## config.mk

```make
export PLATFORM = sky130hd
export DESIGN_NAME = lmfp_pixel_flat
export DESIGN_NICKNAME = d
export VERILOG_FILES = /design/src/lmfp_pkg.sv /design/src/lmfp_if.sv /design/src/lmfp_pixel.sv /design/src/flat_wrapper.sv
export SDC_FILE = /design/constraint.sdc
export NUM_CORES = 1
export LEC_CHECK = 0
export BUFFER_PORTS_ARGS = -buffer_cell sky130_fd_sc_hd__buf_2
export CAP_MARGIN = 20
export CORE_ASPECT_RATIO = 1.2
export CORE_MARGIN = 2
export CORE_UTILIZATION = 40
export CTS_CLUSTER_DIAMETER = 40
export DETAILED_ROUTE_END_ITERATION = 8
export PLACE_DENSITY = 0.79
export SKIP_CTS_REPAIR_TIMING = 1
export SLEW_MARGIN = 20
export SYNTH_ARGS = -nofsm -noshare
export SYNTH_HDL_FRONTEND = slang
export SYNTH_SLANG_ARGS = --single-unit
```

## constraint.sdc

```tcl
create_clock -name clk -period 0.8 [get_ports clk]
set_input_delay 0.16 -clock clk [delete_from_list [all_inputs] [get_ports clk]]
set_output_delay 0.16 -clock clk [all_outputs]
set_load 0.05 [all_outputs]
```

## src/lmfp_pkg.sv

```systemverilog
// ----------------------------------------------------------------------------
// lmfp_pkg: shared definitions for the LED matrix frame player
// Widths, command codes, sequencer states and the structs passed between
// the controller, the frame/dwell stores and the pixel output stage.
// ----------------------------------------------------------------------------
`default_nettype none

package lmfp_pkg;

    // Number of stored frames
    localparam int FRAMES    = 128;
    localparam int FRAME_W   = (FRAMES > 1) ? $clog2(FRAMES) : 1;
    localparam int ROWS      = 8;
    localparam int ROW_W     = 3;
    localparam int FADDR_W   = FRAME_W + ROW_W;
    localparam int FDEPTH    = FRAMES * ROWS;

    // Item field widths
    localparam int MODE_W    = 3;
    localparam int FNUM_W    = 7;
    localparam int BITS_W    = 8;
    localparam int DWELL_W   = 15;
    localparam int COUNT_W   = 16;
    localparam int POS_W     = 6;
    localparam int FSHOWN_W  = 7;

    // Command codes
    typedef enum logic [MODE_W-1:0] {
        MODE_TICK      = 3'd0,
        MODE_FRAME_ROW = 3'd1,
        MODE_DWELL     = 3'd2,
        MODE_STILL_ROW = 3'd3,
        MODE_RUN       = 3'd4,
        MODE_STOP      = 3'd5,
        MODE_CLEAR     = 3'd6
    } mode_t;

    // Sequencer states
    typedef enum logic [2:0] {
        ST_CLEAR,
        ST_IDLE,
        ST_TICK,
        ST_SRCH_RD,
        ST_SRCH_CHK
    } state_t;

    // Store access from the controller
    typedef struct packed {
        logic                fr_we;
        logic [FADDR_W-1:0]  fr_waddr;
        logic [BITS_W-1:0]   fr_wdata;
        logic [FADDR_W-1:0]  fr_raddr;
        logic                dw_we;
        logic [FRAME_W-1:0]  dw_waddr;
        logic [DWELL_W-1:0]  dw_wdata;
        logic [FRAME_W-1:0]  dw_raddr;
    } mem_req_t;

    // Registered read data from the stores
    typedef struct packed {
        logic [BITS_W-1:0]   fr_rdata;
        logic [DWELL_W-1:0]  dw_rdata;
    } mem_rsp_t;

    // One scanned pixel handed to the output stage
    typedef struct packed {
        logic                load;
        logic [BITS_W-1:0]   line;
        logic [POS_W-1:0]    pos;
        logic [FRAME_W-1:0]  frame;
        logic                run;
    } tick_t;

endpackage

`default_nettype wire

```

## src/lmfp_if.sv

```systemverilog
// ----------------------------------------------------------------------------
// lmfp_if: channel interfaces of the LED matrix frame player
// Command channel (items in) and pixel channel (results out), each with
// valid/ready; a transfer happens when both are high at a clock edge.
// ----------------------------------------------------------------------------
`default_nettype none


interface lmfp_pix_if;
    logic        valid;
    logic        ready;
    logic [7:0]  row_drive;
    logic [7:0]  column_drive;
    logic        pixel_on;
    logic [6:0]  frame_shown;
    logic        playing;
    logic        scan_done;

    modport source (output valid, output row_drive, output column_drive,
                    output pixel_on, output frame_shown, output playing,
                    output scan_done, input ready);
    modport sink   (input valid, input row_drive, input column_drive,
                    input pixel_on, input frame_shown, input playing,
                    input scan_done, output ready);
endinterface

`default_nettype wire

```

## src/lmfp_pixel.sv

```systemverilog
// ----------------------------------------------------------------------------
// lmfp_pixel: pixel decode and output register
// Turns a scanned row line and position into row/column drive and holds
// the result until the sink takes it.
// ----------------------------------------------------------------------------
`default_nettype none

module lmfp_pixel (
    input  wire logic            clk,
    input  wire logic            rst_n,
    input  wire lmfp_pkg::tick_t tick,
    input  wire logic            flip_rows,
    output logic                 out_free,
    lmfp_pix_if.source           pix
);

    logic       valid_reg, valid_next;
    logic [7:0] row_drive_reg, column_drive_reg;
    logic       pixel_on_reg, playing_reg, scan_done_reg;
    logic [lmfp_pkg::FSHOWN_W-1:0] frame_shown_reg;

    logic [2:0] row_idx, col_idx, row_line, col_line;
    logic       lit;
    logic [7:0] row_drive_d, column_drive_d;

    // Decode position into drive lines
    always_comb
    begin
        row_idx        = tick.pos[5:3];
        col_idx        = tick.pos[2:0];
        lit            = tick.line[col_idx];
        row_line       = flip_rows ? ~row_idx : row_idx;
        col_line       = flip_rows ? col_idx : ~col_idx;
        row_drive_d    = lit ? (8'd1 << row_line) : 8'd0;
        column_drive_d = lit ? ~(8'd1 << col_line) : 8'hFF;
    end

    assign out_free   = !valid_reg || pix.ready;
    assign valid_next = tick.load || (valid_reg && !pix.ready);

    // Output valid
    always_ff @(posedge clk or negedge rst_n)
    begin
        if (!rst_n)
        begin
            valid_reg <= 1'b0;
        end
        else
        begin
            valid_reg <= valid_next;
        end
    end

    // Output payload
    always_ff @(posedge clk)
    begin
        if (tick.load)
        begin
            row_drive_reg    <= row_drive_d;
            column_drive_reg <= column_drive_d;
            pixel_on_reg     <= lit;
            frame_shown_reg  <= lmfp_pkg::FSHOWN_W'(tick.frame);
            playing_reg      <= tick.run;
            scan_done_reg    <= (tick.pos == {lmfp_pkg::POS_W{1'b1}});
        end
    end

    assign pix.valid        = valid_reg;
    assign pix.row_drive    = row_drive_reg;
    assign pix.column_drive = column_drive_reg;
    assign pix.pixel_on     = pixel_on_reg;
    assign pix.frame_shown  = frame_shown_reg;
    assign pix.playing      = playing_reg;
    assign pix.scan_done    = scan_done_reg;

endmodule

`default_nettype wire

```

## src/flat_wrapper.sv

```systemverilog
// flat-port wrapper written by rule: the top's interface ports become plain ports
module lmfp_pixel_flat 
  (clk, rst_n, tick, flip_rows, out_free, pix_valid, pix_row_drive, pix_column_drive, pix_pixel_on, pix_frame_shown, pix_playing, pix_scan_done, pix_ready);
  lmfp_pix_if pix_i ();
  input  wire logic clk;
  input  wire logic rst_n;
  input  wire lmfp_pkg::tick_t tick;
  input  wire logic flip_rows;
  output logic out_free;
  output wire logic [$bits(pix_i.valid)-1:0] pix_valid;
  output wire logic [$bits(pix_i.row_drive)-1:0] pix_row_drive;
  output wire logic [$bits(pix_i.column_drive)-1:0] pix_column_drive;
  output wire logic [$bits(pix_i.pixel_on)-1:0] pix_pixel_on;
  output wire logic [$bits(pix_i.frame_shown)-1:0] pix_frame_shown;
  output wire logic [$bits(pix_i.playing)-1:0] pix_playing;
  output wire logic [$bits(pix_i.scan_done)-1:0] pix_scan_done;
  input wire logic [$bits(pix_i.ready)-1:0] pix_ready;
  assign pix_valid = pix_i.valid;
  assign pix_row_drive = pix_i.row_drive;
  assign pix_column_drive = pix_i.column_drive;
  assign pix_pixel_on = pix_i.pixel_on;
  assign pix_frame_shown = pix_i.frame_shown;
  assign pix_playing = pix_i.playing;
  assign pix_scan_done = pix_i.scan_done;
  assign pix_i.ready = pix_ready;
  lmfp_pixel u_core (.clk(clk), .rst_n(rst_n), .tick(tick), .flip_rows(flip_rows), .out_free(out_free), .pix(pix_i));
endmodule
```

**After elaboration in Yosys (flattened, before gate mapping)**

Cells that the tools add are included.
Widths: inputs -> output; s select.

- Input bits: 27
- Bits in registers: 27

- Reduce and logical (&&, ||, !) cells: 5
- Shift-type cells: 2
- Equality and inequality tests: 1
- Bitwise logic cells: 3
- Multiplexer cells: 4
- Order comparisons: 1

Operators by type and width:

| operator | count |
|---|---|
| $shl 1x3->8 const A | 2 |
| $not 8->8 | 1 |
| $eq 6x6->1 const B | 1 |
| $mux 3 | 2 |
| $not 3->3 | 2 |
| $lt 3x4->1 const B | 1 |
| $bmux 1 s3 | 1 |
| $logic_not 1->1 | 2 |
| $logic_or 1x1->1 | 2 |
| $logic_and 1x1->1 | 1 |
| $mux 1 | 1 |

**Depth between registers and ports, before layout**

- Word-level depth: 4
- Depth in mapped cells: 5

**Least setup slack after synthesis**

No wires, ideal clock.

- Path type: register -> register
- Start: register u_core.valid_reg (netlist: u_core.pix.valid)
- End: register u_core.valid_reg (netlist: u_core.pix.valid)
- Library setup time: 0.080 ns
- Stages on the path, launching flop included: 3
- Period minus slack after synthesis: 1.281 ns
- Data arrival time: 1.202 ns
- Buffers on the path: 0
- Setup slack: -0.481 ns
- Required time: 0.720 ns
- Cell sequence: dfrtp_1 nand2b_1 nand2b_1

- Longest elaborated chain between the ends: 2

RTL lines:

| item | RTL line | RTL |
|---|---|---|
| from (decl) | lmfp_pixel.sv:17 | `logic valid_reg, valid_next;` |
| from (signal assigned) | lmfp_pixel.sv:50 | `valid_reg <= valid_next;` |
| $logic_and 1x1->1 | lmfp_pixel.sv:39 | `assign valid_next = tick.load \|\| (valid_reg && !pix.ready);` |
| $logic_or 1x1->1 | lmfp_pixel.sv:39 |  |
| named net u_core.valid_next | lmfp_pixel.sv:17 |  |

The timed path passes the listed nets, and every way through them passes these cells.
A chain may end at the register's enable or synchronous reset.

**Final worst setup path**

- Start: register u_core.valid_reg (netlist: u_core.pix.valid)
- End: output port pix_valid

RTL lines:

| item | RTL line | RTL |
|---|---|---|
| to (decl) | flat_wrapper.sv:10 | `output wire logic [$bits(pix_i.valid)-1:0] pix_valid;` |

No word-level cell between the ends.

==> flow_summary.yaml <==
clock_network:
  numCtsBuffers: 3
  clkTransAtPathRegs_ns: 0.12
  cts_tree: "done"
  htreeDepth: 1
  worstSkewPairLatency_ns: 0.31
  root_buffer: "clkbuf_4"
  cts_max_path_buffers: 2
  clock-sinks: 27
timing:
  hold_viol: 0
  grt_setup_unrepaired: "yes"
  fin_ws_ns: -0.3349
  maxSlewViolCount: 0
  setup_tns_ns: -8.376
  finalCritPeriodShare_pct: 141.9
  setup_violations: 45
  max_freq_mhz: 881.1
  min_period_ns: 1.135
  worst_pin_slew_ns: 0.4042
  clock_skew_ns: 0
  slew_headroom_pct: 72.28
setup_path:
  crit_chain: "buf_2"
  cp_top_family: "flip-flops"
  cpPeakStageDelay_ns: 0.40
  worst-setup-path-type: "reg2out"
  crit-reg2reg-launch: "u_core.pix.valid"
  critical_path_buf_inv_count: 1
  r2r_cells: 3
  worst_ep_arrival_time_ns: 0.97
  cp_max_fo: 2
  start_kind: "flop"
  worstSetupEndpointType: "primary output"
  r2r_slack_ns: 0.05
  slowest_stage: "dfrtp_2"
  cp.depth: 1
  worstReg2RegEnd: "u_core.pix.valid"
  worstPathRequired_ns: 0.64
routing:
  avgRoutedWirePerCell_um: 15.27
  drt_iter0_markers: 10
  ant_nets: 0
  vias: 1066
  dr.pass1.iters: 4
  routed_wirelength_mm: 3.069
  drcViolationCount: 0
  routed_via_density: 5.303
place:
  port_buffers: 54
  place_congestion: 0.7028
  place_ws_ns: -0.5437
  dp_cells: 189
  dp_hpwl_mm: 2.002
die:
  ios: 55
  die_x_um: 55.36
  initial_core_util_pct: 41.44
  core_area_um2: 3055
  die_y_um: 65.63
  num_rows: 22
  die_area_um2: 3633
pwr:
  fin_total_pwr_mw: 3.559
  ir_drop_mv: 1.189
  leakagePower_nw: 0.8757
  power_density_nw_per_um2: 1606
synth:
  syn-cell-area_um2: 1266
  synth-seq-area-share_pct: 63.64
  syn_avg_cell_area_um2: 13.91
  ys.warnings.count: 0
  synth_fp_nets: 118
  synthCells: 91
  ys_types: 29
  ys_ff_latch: 27
hold_path:
  holdCritPathClass: "in2reg"
  hold_depth: 1
  hold_path_end: "u_core.pix.playing"
  hold_start: "tick[0]"
cells_and_area:
  drive_above_1_share_pct: 65.45
  num_antenna_cells: 0
  seqCellArea_um2: 807.0
  layoutNonFillerInstCount: 201
  multiInputGateArea_um2: 656.9
  nets: 193
  areaGrowthSynthToFinish_pct: 75.00
  nFillCells: 184
flow_run:
  cap_violations: 0
run_status:
  status: "complete, but fails checks"
  violations: "negative setup slack"
global_routing:
  grt_remaining_overflow: 0
  grt_use_total_pct: 14.72
  grt_max_degree: 21
  grt_first_pass_wirelength_mm: 4.119
  grt_pass1_vias: 962
  antenna_found_initial: 0
Yosys cell counts:
| cell | n | share of area (%) |
|---|---|---|
| buf_2 | 2 | 0.79 |
| nor2_1 | 1 | 0.30 |
| xor2_1 | 2 | 1.4 |
| nor2b_4 | 1 | 1.1 |
| nand2b_1 | 4 | 2.0 |
| dfrtp_1 | 1 | 2.0 |
| a32oi_1 | 1 | 0.69 |
| inv_1 | 1 | 0.30 |
| nand4_1 | 8 | 4.0 |
| a32o_2 | 1 | 0.89 |
| a21oi_1 | 2 | 0.79 |
| or3_1 | 1 | 0.49 |
| or3b_2 | 1 | 0.69 |
| nor2b_1 | 3 | 1.5 |
| a21o_1 | 1 | 0.59 |
| a21bo_2 | 1 | 0.79 |
| nor2_2 | 1 | 0.49 |
| o21ai_0 | 1 | 0.39 |
| nor3b_1 | 1 | 0.59 |
| nor4_1 | 8 | 4.0 |
| edfxtp_1 | 26 | 62 |
| mux2i_1 | 9 | 7.1 |
| a21boi_0 | 1 | 0.59 |
| buf_6 | 4 | 3.6 |
| nand2_1 | 4 | 1.2 |
| nand3_1 | 2 | 0.79 |
| and2_1 | 1 | 0.49 |
| nor3_1 | 1 | 0.39 |
| a211oi_1 | 1 | 0.59 |
worst register-to-register path: stages, from the launching register on:
cell and delay (ns):
dfrtp_2 0.44, nand2b_4 0.08, buf_4 0.10, nand2b_1 0.04
cells in the final DEF (no fill, tap or decap), types with 2 or more instances in the layout:
cell type / synthesis / final
nor4_4: 0 / 3
mux2i_4: 0 / 4
nor2b_4: 1 / 3
buf_4: 0 / 11
buf_6: 4 / 28
nand2_2: 0 / 2
a32o_2: 1 / 2
buf_12: 0 / 4
nand3_1: 2 / 2
nor4_2: 0 / 5
edfxtp_1: 26 / 26
nand4_1: 8 / 8
nor2b_1: 3 / 2
clkbuf_4: 0 / 4
xor2_2: 0 / 2
nand2b_1: 4 / 2
buf_2: 2 / 23
mux2i_1: 9 / 4
nand2b_4: 0 / 2
dlygate4sd3_1: 0 / 6
nand2_1: 4 / 2
layout make-up:
class                      instances  share of cell area (%)
inverter                           1                  0.1694
tap                               36                   2.033
sequential                        27                   36.42
clock buffer                       3                   1.016
multi-input combinational         59                   29.64
timing repair buffer              74                   30.49
clock inverter                     1                  0.2259
power breakdown:
group          leakage (nW)  internal [mW]  switching, mW  total [mW]
clock network        0.0177          0.187          0.364       0.551
logic                 0.594          0.528          0.751        1.28
registers             0.264           1.67         0.0547        1.73
routing by layer:
| metal | track usage [%] | vias to the layer above | part of all wire [%] |
|---|---|---|---|
| li1 | - | 506 | - |
| met1 | 16.01 | 503 | 40 |
| met2 | 27.08 | 52 | 53 |
| met3 | 2.165 | 5 | 4.8 |
| met4 | 8.537 | 0 | 1.8 |
| met5 | 0 | - | 0 |
cells by family after synthesis:
family                    synth area share [%]
DFF                                      63.64
xor gates and xnor gates                 1.384
and+or+nand+nor                          17.89
AOI/OAI and AO/OA                        5.336
buffers and inverters                    4.644
muxes                                    7.115
stage by stage:
stage / utilization, % / area [um2] / hold slack [ns]
5_1_grt: 72.52 / 2216 / 0.006778
3_5_place_dp: 54.79 / 1674 / -0.06373
6_report: 72.52 / 2216 / 0.01637
4_1_cts: 55.69 / 1702 / -0.4181
2_1_floorplan: - / 1319 / -0.1356
3_3_place_gp: 54.79 / 1674 / -0.06568
how the worst max path moves through the flow:
stage / from / to / slack, ns
2_1_floorplan: tick[9] / u_core.pix.column_drive[4] / -0.27
3_3_place_gp: tick[9] / u_core.pix.row_drive[3] / -0.49
3_5_place_dp: tick[9] / u_core.pix.row_drive[5] / -0.54
4_1_cts: u_core.pix.valid / out_free / -0.44
5_1_grt: u_core.pix.valid / out_free / -0.37
6_report: u_core.pix.valid / pix_valid / -0.33
No activity file was read; power rests on OpenSTA's default activity.
