==> src/lmfp_pkg.sv <==
// ----------------------------------------------------------------------------
// lmfp_pkg: shared definitions for the LED matrix frame player
// Widths, command codes, sequencer states and the structs passed between
// the controller, the frame/dwell stores and the pixel output stage.
// ----------------------------------------------------------------------------
`default_nettype none

package lmfp_pkg;

    // Number of stored frames
    localparam int FRAMES    = 128;
    localparam int FRAME_W   = (FRAMES > 1) ? $clog2(FRAMES) : 1;
    localparam int ROWS      = 8;
    localparam int ROW_W     = 3;
    localparam int FADDR_W   = FRAME_W + ROW_W;
    localparam int FDEPTH    = FRAMES * ROWS;

    // Item field widths
    localparam int MODE_W    = 3;
    localparam int FNUM_W    = 7;
    localparam int BITS_W    = 8;
    localparam int DWELL_W   = 15;
    localparam int COUNT_W   = 16;
    localparam int POS_W     = 6;
    localparam int FSHOWN_W  = 7;

    // Command codes
    typedef enum logic [MODE_W-1:0] {
        MODE_TICK      = 3'd0,
        MODE_FRAME_ROW = 3'd1,
        MODE_DWELL     = 3'd2,
        MODE_STILL_ROW = 3'd3,
        MODE_RUN       = 3'd4,
        MODE_STOP      = 3'd5,
        MODE_CLEAR     = 3'd6
    } mode_t;

    // Sequencer states
    typedef enum logic [2:0] {
        ST_CLEAR,
        ST_IDLE,
        ST_TICK,
        ST_SRCH_RD,
        ST_SRCH_CHK
    } state_t;

    // Store access from the controller
    typedef struct packed {
        logic                fr_we;
        logic [FADDR_W-1:0]  fr_waddr;
        logic [BITS_W-1:0]   fr_wdata;
        logic [FADDR_W-1:0]  fr_raddr;
        logic                dw_we;
        logic [FRAME_W-1:0]  dw_waddr;
        logic [DWELL_W-1:0]  dw_wdata;
        logic [FRAME_W-1:0]  dw_raddr;
    } mem_req_t;

    // Registered read data from the stores
    typedef struct packed {
        logic [BITS_W-1:0]   fr_rdata;
        logic [DWELL_W-1:0]  dw_rdata;
    } mem_rsp_t;

    // One scanned pixel handed to the output stage
    typedef struct packed {
        logic                load;
        logic [BITS_W-1:0]   line;
        logic [POS_W-1:0]    pos;
        logic [FRAME_W-1:0]  frame;
        logic                run;
    } tick_t;

endpackage

`default_nettype wire

==> src/lmfp_if.sv <==
// ----------------------------------------------------------------------------
// lmfp_if: channel interfaces of the LED matrix frame player
// Command channel (items in) and pixel channel (results out), each with
// valid/ready; a transfer happens when both are high at a clock edge.
// ----------------------------------------------------------------------------
`default_nettype none

interface lmfp_cmd_if;
    logic        valid;
    logic        ready;
    logic [2:0]  mode;
    logic [6:0]  frame_number;
    logic [2:0]  row_number;
    logic [7:0]  row_bits;
    logic [14:0] dwell;

    modport source (output valid, output mode, output frame_number,
                    output row_number, output row_bits, output dwell,
                    input ready);
    modport sink   (input valid, input mode, input frame_number,
                    input row_number, input row_bits, input dwell,
                    output ready);
endinterface


`default_nettype wire

==> src/lmfp_ctrl.sv <==
// ----------------------------------------------------------------------------
// lmfp_ctrl: command sequencer and frame search
// Decodes command items, runs the store clearing sweep, scans pixels and
// walks the dwell memory for the next frame with one shared comparator.
// ----------------------------------------------------------------------------
`default_nettype none

module lmfp_ctrl (
    input  wire logic               clk,
    input  wire logic               rst_n,
    lmfp_cmd_if.sink                cmd,
    input  wire logic               out_free,
    input  wire lmfp_pkg::mem_rsp_t rsp,
    output lmfp_pkg::mem_req_t      req,
    output lmfp_pkg::tick_t         tick
);

    localparam int FRAME_W = lmfp_pkg::FRAME_W;
    localparam int FADDR_W = lmfp_pkg::FADDR_W;
    localparam logic [FADDR_W-1:0] CLR_LAST = FADDR_W'(lmfp_pkg::FDEPTH - 1);
    localparam logic [FRAME_W-1:0] FRM_LAST = FRAME_W'(lmfp_pkg::FRAMES - 1);

    lmfp_pkg::state_t state_reg, state_next;
    logic                          run_reg, run_next;
    logic [FRAME_W-1:0]            cur_reg, cur_next;
    logic [FRAME_W-1:0]            f_reg, f_next;
    logic [lmfp_pkg::COUNT_W-1:0]  cnt_reg, cnt_next;
    logic [lmfp_pkg::POS_W-1:0]    pos_reg, pos_next;
    logic [FADDR_W-1:0]            clr_reg, clr_next;
    logic [7:0]                    still_reg [8];
    logic [7:0]                    still_next [8];

    logic                          acc;
    logic                          fnum_ok;
    logic [FRAME_W-1:0]            fnum;
    logic [FRAME_W-1:0]            f_inc;
    logic [lmfp_pkg::COUNT_W-1:0]  cnt_inc;
    logic [lmfp_pkg::COUNT_W-1:0]  cmp_a, cmp_b;
    logic                          cmp_ge;
    logic                          scan_end;

    assign cmd.ready = (state_reg == lmfp_pkg::ST_IDLE);
    assign acc       = cmd.valid && cmd.ready;
    assign fnum_ok   = (32'(cmd.frame_number) < 32'(lmfp_pkg::FRAMES));
    assign fnum      = FRAME_W'(cmd.frame_number);
    assign f_inc     = (f_reg == FRM_LAST) ? '0 : f_reg + 1'b1;
    assign cnt_inc   = cnt_reg + 1'b1;
    assign scan_end  = (pos_reg == {lmfp_pkg::POS_W{1'b1}}) && run_reg;

    // Shared comparator: scan count against dwell, or dwell nonzero test
    always_comb
    begin
        if (state_reg == lmfp_pkg::ST_SRCH_CHK)
        begin
            cmp_a = lmfp_pkg::COUNT_W'(rsp.dw_rdata);
            cmp_b = lmfp_pkg::COUNT_W'(1);
        end
        else
        begin
            cmp_a = cnt_inc;
            cmp_b = lmfp_pkg::COUNT_W'(rsp.dw_rdata);
        end
        cmp_ge = (cmp_a >= cmp_b);
    end

    // Next state and outputs
    always_comb
    begin
        state_next = state_reg;
        run_next   = run_reg;
        cur_next   = cur_reg;
        f_next     = f_reg;
        cnt_next   = cnt_reg;
        pos_next   = pos_reg;
        clr_next   = clr_reg;
        still_next = still_reg;

        req.fr_we    = 1'b0;
        req.fr_waddr = {fnum, cmd.row_number};
        req.fr_wdata = cmd.row_bits;
        req.fr_raddr = {cur_reg, pos_reg[5:3]};
        req.dw_we    = 1'b0;
        req.dw_waddr = fnum;
        req.dw_wdata = cmd.dwell;
        req.dw_raddr = cur_reg;

        tick.load  = 1'b0;
        tick.line  = run_reg ? rsp.fr_rdata : still_reg[pos_reg[5:3]];
        tick.pos   = pos_reg;
        tick.frame = cur_reg;
        tick.run   = run_reg;

        unique case (state_reg)
            lmfp_pkg::ST_CLEAR:
            begin
                // Zero one frame row per cycle, dwell on each eighth
                req.fr_we    = 1'b1;
                req.fr_waddr = clr_reg;
                req.fr_wdata = '0;
                req.dw_we    = (clr_reg[2:0] == 3'd0);
                req.dw_waddr = clr_reg[FADDR_W-1:3];
                req.dw_wdata = '0;
                clr_next     = clr_reg + 1'b1;
                if (clr_reg == CLR_LAST)
                begin
                    state_next = lmfp_pkg::ST_IDLE;
                end
            end

            lmfp_pkg::ST_IDLE:
            begin
                if (acc)
                begin
                    case (lmfp_pkg::mode_t'(cmd.mode))
                        lmfp_pkg::MODE_TICK:
                        begin
                            state_next = lmfp_pkg::ST_TICK;
                        end
                        lmfp_pkg::MODE_FRAME_ROW:
                        begin
                            if (fnum_ok)
                            begin
                                req.fr_we                   = 1'b1;
                                still_next[cmd.row_number] = cmd.row_bits;
                            end
                        end
                        lmfp_pkg::MODE_DWELL:
                        begin
                            req.dw_we = fnum_ok;
                        end
                        lmfp_pkg::MODE_STILL_ROW:
                        begin
                            still_next[cmd.row_number] = cmd.row_bits;
                        end
                        lmfp_pkg::MODE_RUN:
                        begin
                            run_next = 1'b1;
                        end
                        lmfp_pkg::MODE_STOP:
                        begin
                            run_next = 1'b0;
                        end
                        lmfp_pkg::MODE_CLEAR:
                        begin
                            run_next   = 1'b0;
                            clr_next   = '0;
                            state_next = lmfp_pkg::ST_CLEAR;
                        end
                        default:
                        begin
                            state_next = lmfp_pkg::ST_IDLE;
                        end
                    endcase
                end
            end

            lmfp_pkg::ST_TICK:
            begin
                // Row data and dwell are now registered; wait for a free slot
                if (out_free)
                begin
                    tick.load  = 1'b1;
                    pos_next   = pos_reg + 1'b1;
                    state_next = lmfp_pkg::ST_IDLE;
                    if (scan_end)
                    begin
                        if (cmp_ge)
                        begin
                            cnt_next   = '0;
                            f_next     = cur_reg;
                            state_next = lmfp_pkg::ST_SRCH_RD;
                        end
                        else
                        begin
                            cnt_next = cnt_inc;
                        end
                    end
                end
            end

            lmfp_pkg::ST_SRCH_RD:
            begin
                req.dw_raddr = f_inc;
                f_next       = f_inc;
                state_next   = lmfp_pkg::ST_SRCH_CHK;
            end

            lmfp_pkg::ST_SRCH_CHK:
            begin
                if (cmp_ge)
                begin
                    cur_next   = f_reg;
                    state_next = lmfp_pkg::ST_IDLE;
                end
                else if (f_reg == cur_reg)
                begin
                    run_next   = 1'b0;
                    state_next = lmfp_pkg::ST_IDLE;
                end
                else
                begin
                    state_next = lmfp_pkg::ST_SRCH_RD;
                end
            end

            default:
            begin
                state_next = lmfp_pkg::ST_IDLE;
            end
        endcase
    end

    // State register
    always_ff @(posedge clk or negedge rst_n)
    begin
        if (!rst_n)
        begin
            state_reg <= lmfp_pkg::ST_CLEAR;
        end
        else
        begin
            state_reg <= state_next;
        end
    end

    // Player state
    always_ff @(posedge clk or negedge rst_n)
    begin
        if (!rst_n)
        begin
            run_reg   <= 1'b1;
            cur_reg   <= '0;
            f_reg     <= '0;
            cnt_reg   <= '0;
            pos_reg   <= '0;
            clr_reg   <= '0;
            still_reg <= '{default: '0};
        end
        else
        begin
            run_reg   <= run_next;
            cur_reg   <= cur_next;
            f_reg     <= f_next;
            cnt_reg   <= cnt_next;
            pos_reg   <= pos_next;
            clr_reg   <= clr_next;
            still_reg <= still_next;
        end
    end

    // Checks
    a_tick_to_scan: assert property (@(posedge clk) disable iff (!rst_n)
        (acc && cmd.mode == lmfp_pkg::MODE_TICK) |=> state_reg == lmfp_pkg::ST_TICK)
        else $error("tick transfer did not start a scan step");

    a_clear_stops: assert property (@(posedge clk) disable iff (!rst_n)
        (acc && cmd.mode == lmfp_pkg::MODE_CLEAR)
            |=> (!run_reg && state_reg == lmfp_pkg::ST_CLEAR && clr_reg == '0))
        else $error("clear did not stop playback and start the sweep");

    a_search_lands: assert property (@(posedge clk) disable iff (!rst_n)
        (state_reg == lmfp_pkg::ST_SRCH_CHK && rsp.dw_rdata != '0)
            |=> cur_reg == $past(f_reg))
        else $error("search did not move to the frame with nonzero dwell");

    a_pos_moves_on_load: assert property (@(posedge clk) disable iff (!rst_n)
        tick.load |=> pos_reg == $past(pos_reg) + 1'b1)
        else $error("scan position did not advance with a pixel");

endmodule

`default_nettype wire

==> src/flat_wrapper.sv <==
// flat-port wrapper written by rule: the top's interface ports become plain ports
module lmfp_ctrl_flat 
  (clk, rst_n, out_free, rsp, req, tick, cmd_valid, cmd_mode, cmd_frame_number, cmd_row_number, cmd_row_bits, cmd_dwell, cmd_ready);
  lmfp_cmd_if cmd_i ();
  input  wire logic clk;
  input  wire logic rst_n;
  input  wire logic out_free;
  input  wire lmfp_pkg::mem_rsp_t rsp;
  output lmfp_pkg::mem_req_t req;
  output lmfp_pkg::tick_t tick;
  input wire logic [$bits(cmd_i.valid)-1:0] cmd_valid;
  input wire logic [$bits(cmd_i.mode)-1:0] cmd_mode;
  input wire logic [$bits(cmd_i.frame_number)-1:0] cmd_frame_number;
  input wire logic [$bits(cmd_i.row_number)-1:0] cmd_row_number;
  input wire logic [$bits(cmd_i.row_bits)-1:0] cmd_row_bits;
  input wire logic [$bits(cmd_i.dwell)-1:0] cmd_dwell;
  output wire logic [$bits(cmd_i.ready)-1:0] cmd_ready;
  assign cmd_i.valid = cmd_valid;
  assign cmd_i.mode = cmd_mode;
  assign cmd_i.frame_number = cmd_frame_number;
  assign cmd_i.row_number = cmd_row_number;
  assign cmd_i.row_bits = cmd_row_bits;
  assign cmd_i.dwell = cmd_dwell;
  assign cmd_ready = cmd_i.ready;
  lmfp_ctrl u_core (.clk(clk), .rst_n(rst_n), .cmd(cmd_i), .out_free(out_free), .rsp(rsp), .req(req), .tick(tick));
endmodule
==> config.mk <==
export PLATFORM = sky130hd
export DESIGN_NAME = lmfp_ctrl_flat
export DESIGN_NICKNAME = d
export VERILOG_FILES = /design/src/lmfp_pkg.sv /design/src/lmfp_if.sv /design/src/lmfp_ctrl.sv /design/src/flat_wrapper.sv
export SDC_FILE = /design/constraint.sdc
export NUM_CORES = 1
export LEC_CHECK = 0
export BUFFER_PORTS_ARGS = -buffer_cell sky130_fd_sc_hd__buf_2
export CAP_MARGIN = 20
export CORE_MARGIN = 10
export CORE_UTILIZATION = 37
export DETAILED_ROUTE_END_ITERATION = 12
export GPL_TIMING_DRIVEN = 0
export PLACE_DENSITY_LB_ADDON = 0.08
export SLEW_MARGIN = 20
export SYNTH_ARGS = -nofsm -noshare
export SYNTH_HDL_FRONTEND = slang
export SYNTH_SLANG_ARGS = --single-unit
==> constraint.sdc <==
create_clock -name clk -period 3.8 [get_ports clk]
set_input_delay 0.19 -clock clk [delete_from_list [all_inputs] [get_ports clk]]
set_output_delay 0.19 -clock clk [all_outputs]
set_load 0.01 [all_outputs]
== After elaboration in Yosys (flattened, before gate mapping) ==
Index checks and enable logic that the tools add are counted.

* Equality and inequality tests: 24
* Div/mod/pow operators: 0
* Bitwise operators: 2
* $lt $le $gt $ge: 4
* Reductions and logical operators: 20
* Multiply operators: 0
* Mux-type cells: 43
* Add/subtract/negate cells: 4
* Shift operators: 0

{| class="wikitable"
|+ Operators by type and width
! cell !! number
|-
| bitwise mux 64 bit || 1
|-
| 2-to-1 mux 7 bit || 5
|-
| 2-to-1 mux 16 bit || 2
|-
| 2-to-1 mux 8 bit || 4
|-
| binary-select mux 8 bit (select 3 bit) || 1
|-
| demux 8 bit (select 3 bit) || 1
|-
| 2-to-1 mux 22 bit || 1
|-
| 2-to-1 mux 10 bit || 2
|-
| case mux 10 bit (2 select lines) || 1
|-
| 2-to-1 mux 18 bit || 1
|-
| adder 16 x 1 -> 16 bit (second input constant) || 1
|-
| greater-or-equal comparator 16 x 15 -> 1 bit || 1
|-
| 2-to-1 mux 15 bit || 1
|-
| 2-to-1 mux 3 bit || 5
|-
| case mux 3 bit (5 select lines) || 1
|-
| case mux 7 bit (2 select lines) || 1
|-
| == test 3 x 2 -> 1 bit (second input constant) || 4
|-
| == test 3 bit (second input constant) || 4
|-
| inequality test 2 bit (second input constant) || 6
|-
| adder 10 x 1 -> 10 bit (second input constant) || 1
|-
| == test 10 bit (second input constant) || 1
|-
| logical NOT 3 bit || 3
|-
| 2-to-1 mux 1 bit || 9
|-
| case mux 3 bit (3 select lines) || 1
|-
| other kinds (21) || 39
|}

* Memory bits (writable): 0
* Bits in latches: 0
* Logic and storage cells: 112
* Flip-flop bits (word level): 114
* ROM bits: 0
* Output and inout port bits: 83
* Memories: 0

== Longest topological paths before layout ==
* Depth after elaboration: 7
* Depth in mapped cells: 17
* Mapped depth without buffers: 15

== Worst setup path before layout ==
No wires, ideal clock.

* Path type: register to register
* From: register u_core.state_reg[1]
* To: register u_core.f_reg[0]
* Stages on the path, launching flop included: 16
* Data required time: 3672 ps
* Setup time: 128 ps
* Data arrival time: 3052 ps
* Setup slack: 620 ps
* Path buffers: 3
* Cell sequence: dfrtp_1 > buf_2 > nor2_1 > and2_1 > clkbuf_1 > clkbuf_1 > nand2_1 > o21ai_0 > ha_1 > a211o_1 > a21oi_1 > o21ai_0 > a31o_2 > nor2_2 > o21ai_4 > mux2_1

* Word-level cells in the longest chain between the ends: 5

{| class="wikitable"
|+ Ends and longest elaborated chain
! item !! line !! source
|-
| start: declaration || lmfp_ctrl.sv:23 || <nowiki>lmfp_pkg::state_t state_reg, state_next;</nowiki>
|-
| start signal: assignment || lmfp_ctrl.sv:218 || <nowiki>state_reg <= lmfp_pkg::ST_CLEAR;</nowiki>
|-
| start signal: assignment || lmfp_ctrl.sv:222 || <nowiki>state_reg <= state_next;</nowiki>
|-
| == test 3 bit || lmfp_ctrl.sv:53 || <nowiki>if (state_reg == lmfp_pkg::ST_SRCH_CHK)</nowiki>
|-
| 2-to-1 mux 16 bit / 2-to-1 mux 15 bit (equally long branches) || lmfp_ctrl.sv:53 ||
|-
| greater-or-equal comparator 16 x 15 -> 1 bit || lmfp_ctrl.sv:63 || <nowiki>cmp_ge = (cmp_a >= cmp_b);</nowiki>
|-
| inequality test 2 x 1 -> 1 bit (no line) || -- ||
|-
| AND reduction 4 bit (no line) || -- ||
|-
| end signal: assignment || lmfp_ctrl.sv:243 || <nowiki>f_reg <= f_next;</nowiki>
|-
| end: declaration || lmfp_ctrl.sv:26 || <nowiki>logic [FRAME_W-1:0] f_reg, f_next;</nowiki>
|}

Several ways; a longest one is shown, not always the timed one.
A chain may end at the register's enable or synchronous reset.

== Worst setup path after layout ==
* From: register u_core.state_reg[1]
* To: register u_core.f_reg[3]

The elaborated chain is that of the path after synthesis.

==> results.md <==
* Flop-to-flop setup slack at 0.21 ns
* DRC Markers at 0
* Setup CP Type: flop to flop
* Drt initial violations at 276
* Largest register FFs at 64
* Power Density at 506.9 nW/um^2
* RSZ-0062 raised after global routing: false
* Cell count after synthesis at 625
* Top post-synthesis cells by count: 113 x dfrtp_1, 89 x mux2_2, 75 x nand2_1
* Post-route clock period utilization at 0.9459
* Layout cells sized above 1 at 0.4264
* I/O Buffers at 141
* Slowest CP cell: mux2_2
* Clk pin slew, worst setup/hold paths at 0.06 ns
* Die X at 156.0 um
* Delay-heaviest family, CP: compound AO/OA/AOI/OAI gates
* Area contributors post-synth: dfrtp_1 41%, mux2_2 15%, mux4_2 5.3%
* Start point of the critical path: u_core.state_reg[1]
* P_leak at 4.117 nW
* Final hold vios at 0
* Placed Area at 7866 um^2
* Hold Path Class: input port to flop
* Die area at 24330 um^2
* CP endpoint: u_core.f_reg[3]
* Dpl hpwl at 13.88 mm
* GPL Wtd Cong at 0.8034
* Number of synthesized flops with an enable pin at 0
* Post-route minimum period at 3.595 ns
* Overall power at 0.004310 W
* Syn nets at 708
* H-tree Lvls at 4
* WP depth at 14
* Detailed Routing Iterations Pass 1 at 4
* Initial antenna violation count at 0
* Placed insts at 996
* Post-synth top area share at 0.4134
* Post-route cell area at 8502 um^2
* Fin Setup TNS at 0 ns
* Asr flop ratio synth at 1.000
* Worst Path Max Fanout at 10
* Routed WL at 18.85 mm
* # IOs at 146
* Hold_ws at 0.07474 ns
* Finished Layout Cells at 1031
* Final clock skew at 0.006050 ns
* CP Buf/Inv Count at 3
* Clock Sinks at 114
* Main synth FF type: dfrtp_1
* Post-route ant nets at 0
* Row cnt at 49
* Largest net degree at the start of global routing at 68
* Max Cap Viol at 0
* Cell with the most instances after synthesis: dfrtp_1
* F_max at 0.2782 GHz
* Vias in the first global route at 5461
* Layout area overhead at 24.29%
* Cell Chain, Critical Path: buf_2, nor2_1, and2_1, clkbuf_4, clkbuf_4, o21ai_0, ha_1, nand4_1, o221a_2, o21ai_0, a31o_2, nor2_4, o21ai_4, mux2_2
* Data arrival time of the worst path at 3.89 ns
* Biggest cell delay along the critical path at 0.39 ns
* Gr ovfl total at 0
* Core ar. at 18090 um^2
* Max-slew violations at 0
* Worst setup EP type: flop
* Clk_lat worst skew at 0.42 ns
* Status: complete, no violations
* Num CTS Buffers at 17
* Average wire per standard cell at 18.28 um
* Rel. slew slack at 0.3367
* Vias at 5327
* Fin nets at 873
* Root buffer cell: clkbuf_16
* CP Launch Type: flop
* FF+latch count, synth at 114
* Worst vdd ir at 0.0003123 V
* CTS tree: done
* Reg2Reg Capture Point: u_core.f_reg[3]
* Average size of a mapped cell at 10.94 um^2
* Syn Std Cell Area at 6840 um^2
* Ys Warns at 0
* Least-Margin Pin Slew at 0.9896 ns
* Final setup viols at 0
* FF-to-FF Start: u_core.state_reg[1]
* Inserted Diodes at 0
* Vias per cell at 5.167
* Critical path data required time at 4.09 ns
* Longest Clk Path Bufs at 2
* Initial Utilization at 0.3782
* Yosys top cell by area: dfrtp_1
* Die Ht at 156.0 um
* FF-to-FF path depth at 14
* Seq/Total Area, Yosys at 0.4172
* Gr usage total at 0.1522
* Synth cell types at 58
* First-pass GRT wire length at 29.37 mm
==> metal layers <==
layer | GRT usage | part of all wire | vias to the layer above
li1 | - | - | 2554
met1 | 0.1841 | 0.44 | 2637
met2 | 0.2621 | 0.50 | 113
met3 | 0.03777 | 0.047 | 23
met4 | 0.04451 | 0.012 | 0
met5 | 0 | 0 | -
==> how the worst min path moves through the flow <==
stage                           end                 start  cells after the start
6_report             u_core.run_reg           cmd_mode[0]                      2
5_1_grt              u_core.run_reg           cmd_mode[0]                      2
4_1_cts              u_core.run_reg           cmd_mode[0]                      2
3_5_place_dp    u_core.still_reg[5]                 rst_n                      1
3_3_place_gp   u_core.still_reg[40]  u_core.still_reg[40]                      1
2_1_floorplan     u_core.clr_reg[0]                 rst_n                      0
==> worst reg2reg max path, cell delays in order (launching register included) <==
cell,delay (ns)
dfrtp_1,0.35
buf_2,0.18
nor2_1,0.15
and2_1,0.18
clkbuf_4,0.22
clkbuf_4,0.22
o21ai_0,0.12
ha_1,0.34
nand4_1,0.15
o221a_2,0.31
o21ai_0,0.21
a31o_2,0.24
nor2_4,0.10
o21ai_4,0.31
mux2_2,0.39
==> area by class of cell <==
class | count | area, um^2
Multi-Input combinational cell | 458 | 3705
Sequential cell | 114 | 2855
Buffer | 47 | 284.0
Tap cell | 229 | 286.5
Timing Repair Buffer | 146 | 772.0
Clock inverter | 13 | 137.6
Fill cell | 1695 | 9584
Clock buffer | 18 | 439.2
Inverter | 6 | 22.52
==> logic make-up (layout without fill, tap and decap cells) <==
family / after synthesis / count (layout) / synth area share
buffers and inverters: 53 / 230 / 0.04335
adder cells (fa/ha/maj): 20 / 20 / 0.03658
flip-flops: 114 / 114 / 0.4172
AND/OR/NAND/NOR: 200 / 200 / 0.1597
XOR/XNOR: 40 / 40 / 0.05122
AO/OA/AOI/OAI: 84 / 84 / 0.07939
multiplexers: 114 / 114 / 0.2125
==> stage by stage <==
stage	utilization	setup WS (ns)
global route	0.4701	0.01929
finish	0.4701	0.2054
detailed placement	0.4349	-0.2201
floorplan	-	0.6205
global placement	0.4331	-0.1686
CTS	0.4678	0.04497
==> where the power goes <==
group / internal (W) / switching (W) / leakage (nW)
clock network: 0.000974 / 0.000575 / 0.266
registers: 0.00144 / 0.000137 / 1.54
logic: 0.000592 / 0.000596 / 2.32
total: 0.00300 / 0.00131 / 4.12
==> placed cells by master, fill, tap and decap left out, types with 6 or more instances in the layout <==
master,synthesis,final
o21ai_0,43,43
mux2i_1,8,8
clkbuf_16,0,17
buf_2,10,150
a21oi_1,7,7
a22o_1,12,12
and3_1,8,8
buf_4,18,21
inv_1,6,6
nand4_1,11,11
mux4_2,16,16
clkbuf_1,14,10
nand2_1,75,74
nand3b_1,6,6
clkinvlp_4,0,6
xnor2_1,17,17
nand3_1,13,13
a21o_1,9,9
mux2_2,89,89
ha_1,20,19
nor2b_1,26,26
nor2_1,25,23
xor2_1,23,23
dfrtp_1,113,112
==> what timing repair did <==
action / in CTS / in global routing
hold buffers: 1 / 0
pin swaps: 0 / 2
hold endpoints to repair: 65 / 0
resized for setup: 3 / 13
buffers inserted: 0 / 3
endpoints found under the setup margin: 27 / 26
(Power assumes the default switching activity.)
